==> src/rtl/core/postfix_stack_evaluator_defines.svh <==
// Assertion macros used by the postfix stack evaluator top level.
`ifndef POSTFIX_STACK_EVALUATOR_DEFINES_SVH
`define POSTFIX_STACK_EVALUATOR_DEFINES_SVH

// Same-cycle implication, disabled while reset is asserted.
`define PSE_ASSERT_IMPL(lbl, clk, rstn, ante, cons, msg) \
  lbl: assert property (@(posedge clk) disable iff (!rstn) (ante) |-> (cons)) else $error(msg);

// Next-cycle implication, disabled while reset is asserted.
`define PSE_ASSERT_NEXT(lbl, clk, rstn, ante, cons, msg) \
  lbl: assert property (@(posedge clk) disable iff (!rstn) (ante) |=> (cons)) else $error(msg);

`endif

==> src/rtl/core/pse_pkg.sv <==
// Shared constants and types of the postfix stack evaluator.
package pse_pkg;

  localparam int unsigned DATA_W          = 32;
  localparam int unsigned STACK_DEPTH_DEF = 16;
  localparam int unsigned DEPTH_W         = 5;

  localparam logic [1:0] KIND_VAR   = 2'd0;
  localparam logic [1:0] KIND_OP    = 2'd1;
  localparam logic [1:0] KIND_CLEAR = 2'd2;

  localparam logic [1:0] OP_ADD = 2'd0;
  localparam logic [1:0] OP_SUB = 2'd1;
  localparam logic [1:0] OP_MUL = 2'd2;
  localparam logic [1:0] OP_DIV = 2'd3;

  localparam logic [1:0] ERR_NONE      = 2'd0;
  localparam logic [1:0] ERR_UNDERFLOW = 2'd1;
  localparam logic [1:0] ERR_OVERFLOW  = 2'd2;

  typedef struct packed {
    logic              start;
    logic [DATA_W-1:0] dividend;
    logic [DATA_W-1:0] divisor;
  } div_req_t;

endpackage

==> src/rtl/core/pse_stack_mem.sv <==
// Synchronous operand stack memory with one write and one registered read port.
module pse_stack_mem
  import pse_pkg::*;
#(
  parameter int unsigned DEPTH = STACK_DEPTH_DEF,
  localparam int unsigned AW   = $clog2(DEPTH)
) (
  input  logic              clk_i,
  input  logic              we_i,
  input  logic [AW-1:0]     waddr_i,
  input  logic [DATA_W-1:0] wdata_i,
  input  logic              re_i,
  input  logic [AW-1:0]     raddr_i,
  output logic [DATA_W-1:0] rdata_o
);

  logic [DATA_W-1:0] mem_q [DEPTH];
  logic [DATA_W-1:0] rdata_q;

  always_ff @(posedge clk_i) begin
    if (we_i) begin
      mem_q[waddr_i] <= wdata_i;
    end
    if (re_i) begin
      rdata_q <= mem_q[raddr_i];
    end
  end

  assign rdata_o = rdata_q;

endmodule

==> src/rtl/core/pse_divider.sv <==
// Radix-2 signed divider, truncating, one quotient bit per cycle.
module pse_divider
  import pse_pkg::*;
(
  input  logic              clk_i,
  input  logic              rst_ni,
  input  div_req_t          req_i,
  output logic              done_o,
  output logic [DATA_W-1:0] quotient_o
);

  localparam int unsigned CNT_W = $clog2(DATA_W);

  logic              busy_q, busy_d;
  logic              done_q, done_d;
  logic [CNT_W-1:0]  cnt_q, cnt_d;
  logic [DATA_W-1:0] rem_q, rem_d;
  logic [DATA_W-1:0] quo_q, quo_d;
  logic [DATA_W-1:0] den_q, den_d;
  logic              neg_q, neg_d;
  logic [DATA_W-1:0] res_q, res_d;
  logic [DATA_W:0]   rem_shift;
  logic [DATA_W:0]   diff;
  logic [DATA_W-1:0] quo_step;

  always_comb begin
    rem_shift = {rem_q, quo_q[DATA_W-1]};
    diff      = rem_shift - {1'b0, den_q};
    busy_d    = busy_q;
    done_d    = 1'b0;
    cnt_d     = cnt_q;
    rem_d     = rem_q;
    quo_d     = quo_q;
    den_d     = den_q;
    neg_d     = neg_q;
    res_d     = res_q;
    quo_step  = {quo_q[DATA_W-2:0], !diff[DATA_W]};
    if (req_i.start) begin
      busy_d = 1'b1;
      cnt_d  = '0;
      rem_d  = '0;
      quo_d  = req_i.dividend[DATA_W-1] ? -req_i.dividend : req_i.dividend;
      den_d  = req_i.divisor[DATA_W-1] ? -req_i.divisor : req_i.divisor;
      neg_d  = req_i.dividend[DATA_W-1] ^ req_i.divisor[DATA_W-1];
    end else if (busy_q) begin
      rem_d = diff[DATA_W] ? rem_shift[DATA_W-1:0] : diff[DATA_W-1:0];
      quo_d = quo_step;
      cnt_d = cnt_q + CNT_W'(1);
      if (cnt_q == CNT_W'(DATA_W - 1)) begin
        busy_d = 1'b0;
        done_d = 1'b1;
        res_d  = neg_q ? -quo_step : quo_step;
      end
    end
  end

  always_ff @(posedge clk_i or negedge rst_ni) begin
    if (!rst_ni) begin
      busy_q <= 1'b0;
      done_q <= 1'b0;
      cnt_q  <= '0;
    end else begin
      busy_q <= busy_d;
      done_q <= done_d;
      cnt_q  <= cnt_d;
    end
  end

  always_ff @(posedge clk_i) begin
    rem_q <= rem_d;
    quo_q <= quo_d;
    den_q <= den_d;
    neg_q <= neg_d;
    res_q <= res_d;
  end

  assign done_o     = done_q;
  assign quotient_o = res_q;

endmodule

==> src/rtl/core/postfix_stack_evaluator.sv <==
// Top level of the postfix stack evaluator.
//
// Tokens come in on the s_axis channel: tuser carries the token kind and tdata the
// variable index or operator. Each accepted token gives exactly one result on the
// m_axis channel: the top of stack, the depth and an error code.
// For variable pushes, clear tokens, ignored tokens and rejected operators the result
// is valid on the cycle after acceptance.
// Add, subtract and multiply go through the read of the next-to-top entry from the
// stack memory (S_READ) and a write-back (S_WB) before the result is loaded.
// Divide goes through the stack read that also starts the radix-2 divider, the 32
// quotient bits at one per cycle, the hand-over of the quotient (S_DIV) and the
// write-back. Division by zero skips the divider and goes straight to write-back.
// One token is in work at a time; the next is taken once the previous has finished.
// The result sits in an output register; a new token is taken only when that register
// is empty or its result leaves in the same cycle, so while the receiver stalls a full
// output register, s_axis_tready stays low.
// Reset empties the stack, clears the sticky underflow and the variable registers.
// The stack memory is not cleared; only entries below the depth are ever read.
// Write the variable registers over APB only while no token is in work (not enforced).
`include "postfix_stack_evaluator_defines.svh"

module postfix_stack_evaluator
  import pse_pkg::*;
#(
  parameter int unsigned STACK_DEPTH = STACK_DEPTH_DEF
) (
  input  logic        clk_i,
  input  logic        rst_ni,
  input  logic        s_axis_tvalid,
  output logic        s_axis_tready,
  input  logic [7:0]  s_axis_tdata,  // [1:0] symbol
  input  logic [1:0]  s_axis_tuser,  // [1:0] kind
  output logic        m_axis_tvalid,
  input  logic        m_axis_tready,
  output logic [39:0] m_axis_tdata,  // [31:0] top_value, [36:32] depth, [38:37] error_code
  input  logic        psel,
  input  logic        penable,
  input  logic        pwrite,
  input  logic [3:0]  paddr,
  input  logic [31:0] pwdata,
  output logic [31:0] prdata,
  output logic        pready
);

  localparam int unsigned CW = $clog2(STACK_DEPTH + 1);
  localparam int unsigned AW = $clog2(STACK_DEPTH);

  localparam logic [2:0] S_IDLE = 3'd0;
  localparam logic [2:0] S_READ = 3'd1;
  localparam logic [2:0] S_DIV  = 3'd2;
  localparam logic [2:0] S_WB   = 3'd3;

  logic [2:0]         state_q, state_d;
  logic [CW-1:0]      count_q, count_d;
  logic               uflow_q, uflow_d;
  logic [DATA_W-1:0]  top_q, top_d;
  logic [1:0]         op_q, op_d;
  logic [DATA_W-1:0]  res_q, res_d;
  logic [DATA_W-1:0]  var_q [4];

  logic               out_valid_q, out_valid_d;
  logic [DATA_W-1:0]  out_top_q, out_top_d;
  logic [DEPTH_W-1:0] out_depth_q, out_depth_d;
  logic [1:0]         out_err_q, out_err_d;
  logic               out_load;

  logic               in_acc;
  logic [1:0]         kind;
  logic [1:0]         symbol;
  logic [DATA_W-1:0]  cur_top;
  logic [CW-1:0]      next_cnt;
  logic [AW-1:0]      next_idx;

  logic               mem_we, mem_re;
  logic [AW-1:0]      mem_waddr;
  logic [DATA_W-1:0]  mem_wdata;
  logic [DATA_W-1:0]  mem_rdata;

  div_req_t           div_req;
  logic               div_done;
  logic [DATA_W-1:0]  div_quot;

  assign kind     = s_axis_tuser;
  assign symbol   = s_axis_tdata[1:0];
  assign s_axis_tready = (state_q == S_IDLE) && (!out_valid_q || m_axis_tready);
  assign in_acc   = s_axis_tvalid && s_axis_tready;
  assign cur_top  = (count_q != '0) ? top_q : '0;
  assign next_cnt = count_q - CW'(2);
  assign next_idx = next_cnt[AW-1:0];

  // Configuration registers.
  always_ff @(posedge clk_i or negedge rst_ni) begin
    if (!rst_ni) begin
      for (int i = 0; i < 4; i++) begin
        var_q[i] <= '0;
      end
    end else if (psel && penable && pwrite) begin
      var_q[paddr[3:2]] <= pwdata;
    end
  end

  assign prdata = var_q[paddr[3:2]];
  assign pready = 1'b1;

  always_comb begin
    state_d     = state_q;
    count_d     = count_q;
    uflow_d     = uflow_q;
    top_d       = top_q;
    op_d        = op_q;
    res_d       = res_q;
    out_load    = 1'b0;
    out_top_d   = cur_top;
    out_depth_d = DEPTH_W'(count_q);
    out_err_d   = uflow_q ? ERR_UNDERFLOW : ERR_NONE;
    mem_we      = 1'b0;
    mem_re      = 1'b0;
    mem_waddr   = count_q[AW-1:0];
    mem_wdata   = var_q[symbol];
    div_req     = '{start: 1'b0, dividend: mem_rdata, divisor: top_q};

    unique case (state_q)
      S_IDLE: begin
        if (in_acc) begin
          out_load = 1'b1;
          if (kind == KIND_CLEAR) begin
            count_d     = '0;
            uflow_d     = 1'b0;
            out_top_d   = '0;
            out_depth_d = '0;
            out_err_d   = ERR_NONE;
          end else if (!uflow_q && kind == KIND_VAR) begin
            if (count_q < CW'(STACK_DEPTH)) begin
              mem_we      = 1'b1;
              top_d       = var_q[symbol];
              count_d     = count_q + CW'(1);
              out_top_d   = var_q[symbol];
              out_depth_d = DEPTH_W'(count_q + CW'(1));
            end else begin
              out_err_d = ERR_OVERFLOW;
            end
          end else if (!uflow_q && kind == KIND_OP) begin
            if (count_q < CW'(2)) begin
              uflow_d   = 1'b1;
              out_err_d = ERR_UNDERFLOW;
            end else begin
              out_load = 1'b0;
              mem_re   = 1'b1;
              op_d     = symbol;
              state_d  = S_READ;
            end
          end
        end
      end
      S_READ: begin
        state_d = S_WB;
        case (op_q)
          OP_ADD: res_d = top_q + mem_rdata;
          OP_SUB: res_d = top_q - mem_rdata;
          OP_MUL: res_d = top_q * mem_rdata;
          default: begin
            if (top_q == '0) begin
              res_d = '0;
            end else begin
              div_req.start = 1'b1;
              state_d       = S_DIV;
            end
          end
        endcase
      end
      S_DIV: begin
        if (div_done) begin
          res_d   = div_quot;
          state_d = S_WB;
        end
      end
      S_WB: begin
        mem_we      = 1'b1;
        mem_waddr   = next_idx;
        mem_wdata   = res_q;
        top_d       = res_q;
        count_d     = count_q - CW'(1);
        out_load    = 1'b1;
        out_top_d   = res_q;
        out_depth_d = DEPTH_W'(count_q - CW'(1));
        out_err_d   = ERR_NONE;
        state_d     = S_IDLE;
      end
      default: state_d = S_IDLE;
    endcase
  end

  assign out_valid_d = out_load ? 1'b1 : (out_valid_q && !m_axis_tready);

  always_ff @(posedge clk_i or negedge rst_ni) begin
    if (!rst_ni) begin
      state_q     <= S_IDLE;
      count_q     <= '0;
      uflow_q     <= 1'b0;
      out_valid_q <= 1'b0;
    end else begin
      state_q     <= state_d;
      count_q     <= count_d;
      uflow_q     <= uflow_d;
      out_valid_q <= out_valid_d;
    end
  end

  always_ff @(posedge clk_i) begin
    top_q <= top_d;
    op_q  <= op_d;
    res_q <= res_d;
    if (out_load) begin
      out_top_q   <= out_top_d;
      out_depth_q <= out_depth_d;
      out_err_q   <= out_err_d;
    end
  end

  pse_stack_mem #(
    .DEPTH(STACK_DEPTH)
  ) u_stack_mem (
    .clk_i  (clk_i),
    .we_i   (mem_we),
    .waddr_i(mem_waddr),
    .wdata_i(mem_wdata),
    .re_i   (mem_re),
    .raddr_i(next_idx),
    .rdata_o(mem_rdata)
  );

  pse_divider u_divider (
    .clk_i     (clk_i),
    .rst_ni    (rst_ni),
    .req_i     (div_req),
    .done_o    (div_done),
    .quotient_o(div_quot)
  );

  assign m_axis_tvalid = out_valid_q;
  assign m_axis_tdata  = {1'b0, out_err_q, out_depth_q, out_top_q};

  `PSE_ASSERT_IMPL(a_ready_only_idle, clk_i, rst_ni, s_axis_tready, state_q == S_IDLE, "token request taken while busy")
  `PSE_ASSERT_IMPL(a_count_bound, clk_i, rst_ni, 1'b1, count_q <= CW'(STACK_DEPTH), "stack count above depth")
  `PSE_ASSERT_NEXT(a_op_reads, clk_i, rst_ni, in_acc && !uflow_q && kind == KIND_OP && count_q >= CW'(2), state_q == S_READ, "operator did not read the stack")
  `PSE_ASSERT_IMPL(a_sticky_err, clk_i, rst_ni, m_axis_tvalid && uflow_q, m_axis_tdata[38:37] == ERR_UNDERFLOW, "sticky underflow not reported")

endmodule
==> config.mk <==
export PLATFORM = sky130hd
export DESIGN_NAME = postfix_stack_evaluator
export DESIGN_NICKNAME = d
export VERILOG_FILES = /design/src/rtl/core/pse_pkg.sv /design/src/rtl/core/pse_stack_mem.sv /design/src/rtl/core/pse_divider.sv /design/src/rtl/core/postfix_stack_evaluator.sv
export VERILOG_INCLUDE_DIRS = /design/src /design/src/rtl/core
export SDC_FILE = /design/constraint.sdc
export NUM_CORES = 2
export LEC_CHECK = 0
export BUFFER_PORTS_ARGS = -buffer_cell sky130_fd_sc_hd__buf_2
export CORE_UTILIZATION = 39
export CTS_BUF_LIST = sky130_fd_sc_hd__clkbuf_4 sky130_fd_sc_hd__clkbuf_8
export DETAILED_ROUTE_END_ITERATION = 8
export PLACE_DENSITY = 0.63
export SYNTH_ARGS = -nofsm -noshare
export SYNTH_HDL_FRONTEND = slang
export SYNTH_SLANG_ARGS = --single-unit
==> constraint.sdc <==
create_clock -name clk_i -period 7.31 [get_ports clk_i]
set_clock_uncertainty 0.05 [all_clocks]
set_input_delay 1.0965 -clock clk_i [delete_from_list [all_inputs] [get_ports clk_i]]
set_output_delay 1.0965 -clock clk_i [all_outputs]
set_load 0.01 [all_outputs]
Word-level counts from Yosys, hierarchy flattened

Memory sizes are Yosys's and may differ from the RTL's. A register that Yosys moved wholly into a read port is not among the register bits.
Index checks and enable logic that the tools add are counted.

Output and inout port bits: 75
Memory bits (writable): 512
Flip-flop bits (word level): 379
Memories kept: 1
Word-level logic and storage cells: 184
Bits of input ports: 53

Reductions and logical operators: 30
Add/sub/neg operators: 10
Multiply operators: 1
Multiplexer cells: 89
Eq/ne operators: 18
$lt $le $gt $ge: 5
Bitwise logic cells: 7

Memory list:

| memory            | words | width | rd ports | clocked after memory_dff | write ports | line                | source |
|---|---|---|---|---|---|---|---|
| u_stack_mem.mem_q | 16    | 32    | 1        | 1                        | 1           | pse_stack_mem.sv:17 | `logic [DATA_W-1:0] mem_q [DEPTH];` |

Operators with widths:

| operator            | count |
|---|---|
| $mux 32             | 22 |
| $pmux 32 s2         | 3 |
| $bmux 32 s2         | 2 |
| $bwmux 128          | 1 |
| $neg 32->32         | 3 |
| $pmux 32 s3         | 1 |
| $demux 32 s2        | 1 |
| $mux 1              | 36 |
| $sub 33x32->33      | 1 |
| $add 32x32->32      | 1 |
| $logic_not 32->1    | 1 |
| $mul 32x32->32      | 1 |
| $sub 32x32->32      | 1 |
| $mux 31             | 1 |
| $mux 5              | 6 |
| $mux 3              | 6 |
| $reduce_and 6->1    | 2 |
| $add 5x1->5 const B | 2 |
| $ne 2x2->1 const B  | 5 |
| $pmux 5 s2          | 1 |
| $reduce_and 5->1    | 2 |
| $reduce_bool 2->1   | 5 |
| $pmux 3 s3          | 1 |
| $logic_and 1x1->1   | 8 |
| other kinds (27)    | 47 |

Logic depth before layout (Yosys ltp)

Depth in word-level cells: 9
Depth in mapped cells: 28
Depth with buffers taken out: 26

By module

A second synthesis with hierarchy kept.

Cells, all modules: 4705
Area, all modules: 58795.1 sq um

By module, submodules not included:

| module                  | seq. area each (sq um) | cells each | area each (sq um) | instances |
|---|---|---|---|---|
| postfix_stack_evaluator | 6581.3                 | 2940       | 29983.8           | 1 |
| pse_stack_mem           | 16335.7                | 838        | 20155.6           | 1 |
| pse_divider             | 3728.6                 | 927        | 8655.8            | 1 |

Least setup slack after synthesis

Ideal clock, no wire load.

Kind: register -> register
Start point: register u_stack_mem.rdata_q[7] (netlist: u_stack_mem.rdata_o[7]) (read register of u_stack_mem.mem_q)
End point: register res_q[24], data pin
Data required time: 6.999 ns
Setup time: 0.261 ns
Setup slack: -0.170 ns
Arrival time: 7.169 ns
Period minus slack after synthesis: 7.480 ns
Stages on the path, launching flop included: 26
Buffers on the path: 3
Path through: edfxtp_1 clkbuf_1 clkbuf_1 and2_1 fa_1 fa_1 inv_1 fa_1 fa_1 inv_1 ha_1 ha_1 fa_1 fa_1 ha_1 clkbuf_1 a21oi_1 o21ai_0 a21oi_1 a21bo_2 a311oi_1 o21ai_0 a2111oi_0 nor3_1 o211a_1 a221o_1

Longest elaborated chain between the ends: 3
Elaborated cells on any way between the ends: 5
Classes of those cells: add/sub (2); mul (1); mux (2)

Ends and longest elaborated chain:

| what                                         | line                           | source |
|---|---|---|
| start: declaration                           | pse_stack_mem.sv:18            | `logic [DATA_W-1:0] rdata_q;` |
| $mul 32x32->32, or another cell as far along | postfix_stack_evaluator.sv:160 | `OP_MUL: res_d = top_q * mem_rdata;` |
| $pmux 32 s3 *                                | postfix_stack_evaluator.sv:157 | `case (op_q)` |
| $pmux 32 s2 *                                | postfix_stack_evaluator.sv:122 | `unique case (state_q)` |
| net res_d[24]                                | postfix_stack_evaluator.sv:58  | `logic [DATA_W-1:0] res_q, res_d;` |
| end signal: assignment                       | postfix_stack_evaluator.sv:212 | `res_q <= res_d;` |
| end: declaration                             | postfix_stack_evaluator.sv:58  |  |

The timed path passes the listed nets; every way through them passes the cells marked *.
A chain may end at the register's enable or synchronous reset.

Worst setup path in the final report

Start point: register u_stack_mem.rdata_q[2] (netlist: u_stack_mem.rdata_o[2]) (read register of u_stack_mem.mem_q)
End point: register res_q[29], data pin

The elaborated chain is that of the path after synthesis.

==> reports/results.ini <==
[outcome]
status=complete, but fails checks
failed_checks=negative setup slack

[global_route]
busiest_layer=met2
first_global_vias=39100
use_met2_pct=35.6
antenna_found_initial=17
use_met1_pct=30.7
overflow=0
grt_pass1_wl_mm=248
grt_usage_pct=22.1
grt_max_degree=110
grt.met3_usage_pct=3.11

[synth]
yosysTopAreaCell=edfxtp_1
synth-edff-count=746
synth_area_um2=58200
yosysWarnings=0
syn-num-nets=5266
synth_seq_cells=922
yosys.area.top_type_share_pct=38.5
ys_types=84
synthTopCellsByArea=edfxtp_1, fa_1, mux4_2
postSynthAreaPerCell_um2=12.6
syn-instance-count=4601
async_flop_share_pct=15.6
synth_ff_type=edfxtp_1
seq_area_frac_synth_pct=45.8

[floorplan]
num_rows=141
ios=128
initial_core_util_pct=39.4
die_y_um=388
dieArea_um2=151000
core-area_um2=148000
die_w_um=388

[clocking]
cts_root_buf=clkbuf_8
cts-hold-fix-buffers=0
clk_pin_slew_ns=0.06
htree_num_levels=4
clock-sinks=922
worstSkewPairLatency_ns=0.88
cts_tree=yes
numCtsBuffers=149
clockBufferDepth=3

[final_layout]
area_growth_pct=15.1
drive_above_1_share_pct=23.3
final_common_cell=edfxtp_1
fin_nets=5564
num-fill-cells=13400
final_cell_mix=edfxtp_1, nand2_1, inv_1, fa_1, and2_1

[sta]
fin_crit_ns=7.40
slew_viol_final=0
final-setup-viol-count=5
worstMarginPinSlew_ns=1.32
relSlewSlack_pct=11.7
fin_crit_sh_pct=101
fmax_ghz=0.135
final_hold_viol_count=0
whs_ns=0.125
grt_setup_unrepaired=true
fin_ws_ns=-0.0938

[flow_run]
cap_violations=0

[critical_path]
start_kind=register
endpoint_kind=register
crit_arrival_ns=7.97
worst_r2r_path_depth=24
path_class=reg2reg
worst-path-max-fanout=5
worstPathRequired_ns=7.88

[routing]
viasPerCell=5.54
vias=38500
wl_mm=168
drc=0
ant_nets=0
drt-wirelength-per-cell_um=24.1
first_pass_iters=6
drt_iter0_drc=3478

[place]
gp_congestion=0.950
portBuffers=117
dp_hpwl_mm=116

[worst_hold_path]
hold_path.class=in2async

[worst paths after layout]
kind | start | end | slack, ns
min in group clk_i | pwdata[12] | var_q[76] | 0.45
min | rst_ni | var_q[57] | 0.13
max in group asynchronous | rst_ni | u_divider.busy_q | 5.47
min reg2reg | u_divider.rem_q[11] | u_divider.rem_q[11] | 0.46
max reg2reg | u_stack_mem.rdata_o[2] | res_q[29] | -0.09
max | u_stack_mem.rdata_o[2] | res_q[29] | -0.09
[worst max-delay path, stage by stage (launching register included)]
cell and delay, ns:
edfxtp_1 0.41, buf_12 0.17, buf_12 0.13, and2_4 0.13
fa_1 0.48, inv_1 0.05, fa_1 0.50, fa_1 0.46
fa_1 0.54, inv_2 0.04, fa_1 0.48, fa_1 0.60
fa_1 0.45, fa_1 0.56, ha_4 0.22, a21o_1 0.17
a21oi_2 0.12, nor2b_1 0.07, or3b_4 0.40, a221oi_2 0.26
buf_4 0.18, a21oi_4 0.08, xnor2_2 0.19, o22ai_2 0.11
o31a_1 0.29
[flip-flops by register name, summed over array words and instances, names as in the netlist, 2 cells and up]
signal and cells:
out_err_q 2, top_q 32, u_stack_mem.rdata_o 32, u_divider.quo_q 32, u_divider.quotient_o 32, op_q 2
u_divider.rem_q 32, out_depth_q 5, u_divider.den_q 32, out_top_q 32, count_q 5, state_q 2
u_stack_mem.mem_q 512, var_q 128, res_q 32, u_divider.cnt_q 5
[synth_stat cells (7+ instances only)]
library cell and instances:
o41ai_1 13, nand2_1 520, xor2_1 89, o21a_1 32, o21bai_1 8, dfrtp_1 144, dfxtp_1 32, or3_1 32
nor3_1 29, o221ai_1 10, mux4_2 224, o21ai_0 192, a21oi_1 107, o31a_1 7, or4_1 11, nor2b_1 15
nand4_1 8, o31ai_1 42, and3_1 12, nand2b_1 23, ha_1 202, nor2_1 126, xnor2_1 160, buf_1 32
edfxtp_1 746, a31oi_1 13, mux2i_1 19, clkbuf_1 231, fa_1 410, inv_1 447, a21boi_0 34, a211oi_1 14
a22oi_1 7, nand3_1 36, nor4_1 9, and2_1 312, mux2_2 131, or2_2 11, a21o_1 27
[layout make-up]
class	count	area (µm²)	area share (%)
clock buffers	216	2600	3.88
multi-input cells	2960	29600	44.2
inverters	451	1700	2.53
clock inverters	53	504	0.752
flip-flops and latches	922	26700	39.8
well taps	1930	2410	3.60
diodes	13	32.5	0.0485
repair buffers	415	3520	5.25
[what timing repair did]
action	CTS	global route
buffers inserted	15	15
endpoints found under the setup margin	7	10
pin swaps	66	99
gates resized for setup	52	72
cloned	1	3
[stage by stage]
| stage | setup WS (ns) | cells | instance area (µm²) | setup TNS (ns) | utilization [%] |
|---|---|---|---|---|---|
| 5_1_grt | -0.277 | 6951 | 67000 | -1.80 | 45.3 |
| 4_1_cts | -0.121 | 6929 | 66400 | -0.376 | 44.9 |
| 2_1_floorplan | 0.0229 | 4601 | 58200 | 0 | - |
| 6_report | -0.0938 | 6960 | 67000 | -0.263 | 45.3 |
| 3_5_place_dp | -0.388 | 6644 | 63000 | -1.83 | 42.6 |
| 3_3_place_gp | -0.385 | 6644 | 63000 | -1.69 | 42.6 |
[kinds of logic after synthesis]
logic type	after synthesis	synth area share (%)
AND/OR/NAND/NOR	1164	9.72
flip-flops	922	45.8
buffers and inverters	719	4.67
adder cells (fa/ha/maj)	612	18.4
AO/OA/AOI/OAI	558	6.06
multiplexers	374	11.5
XOR/XNOR	250	3.78
other	2	0.0129
[layer usage]
metal | routed length (µm) | vias up
li1 | - | 16600
met1 | 69800 | 20000
met2 | 78800 | 1558
met3 | 14000 | 287
met4 | 5050 | 0
met5 | 0 | -
Power is not shown: default switching activity piles up to over one toggle a cycle in this logic, so the estimate is an artifact.
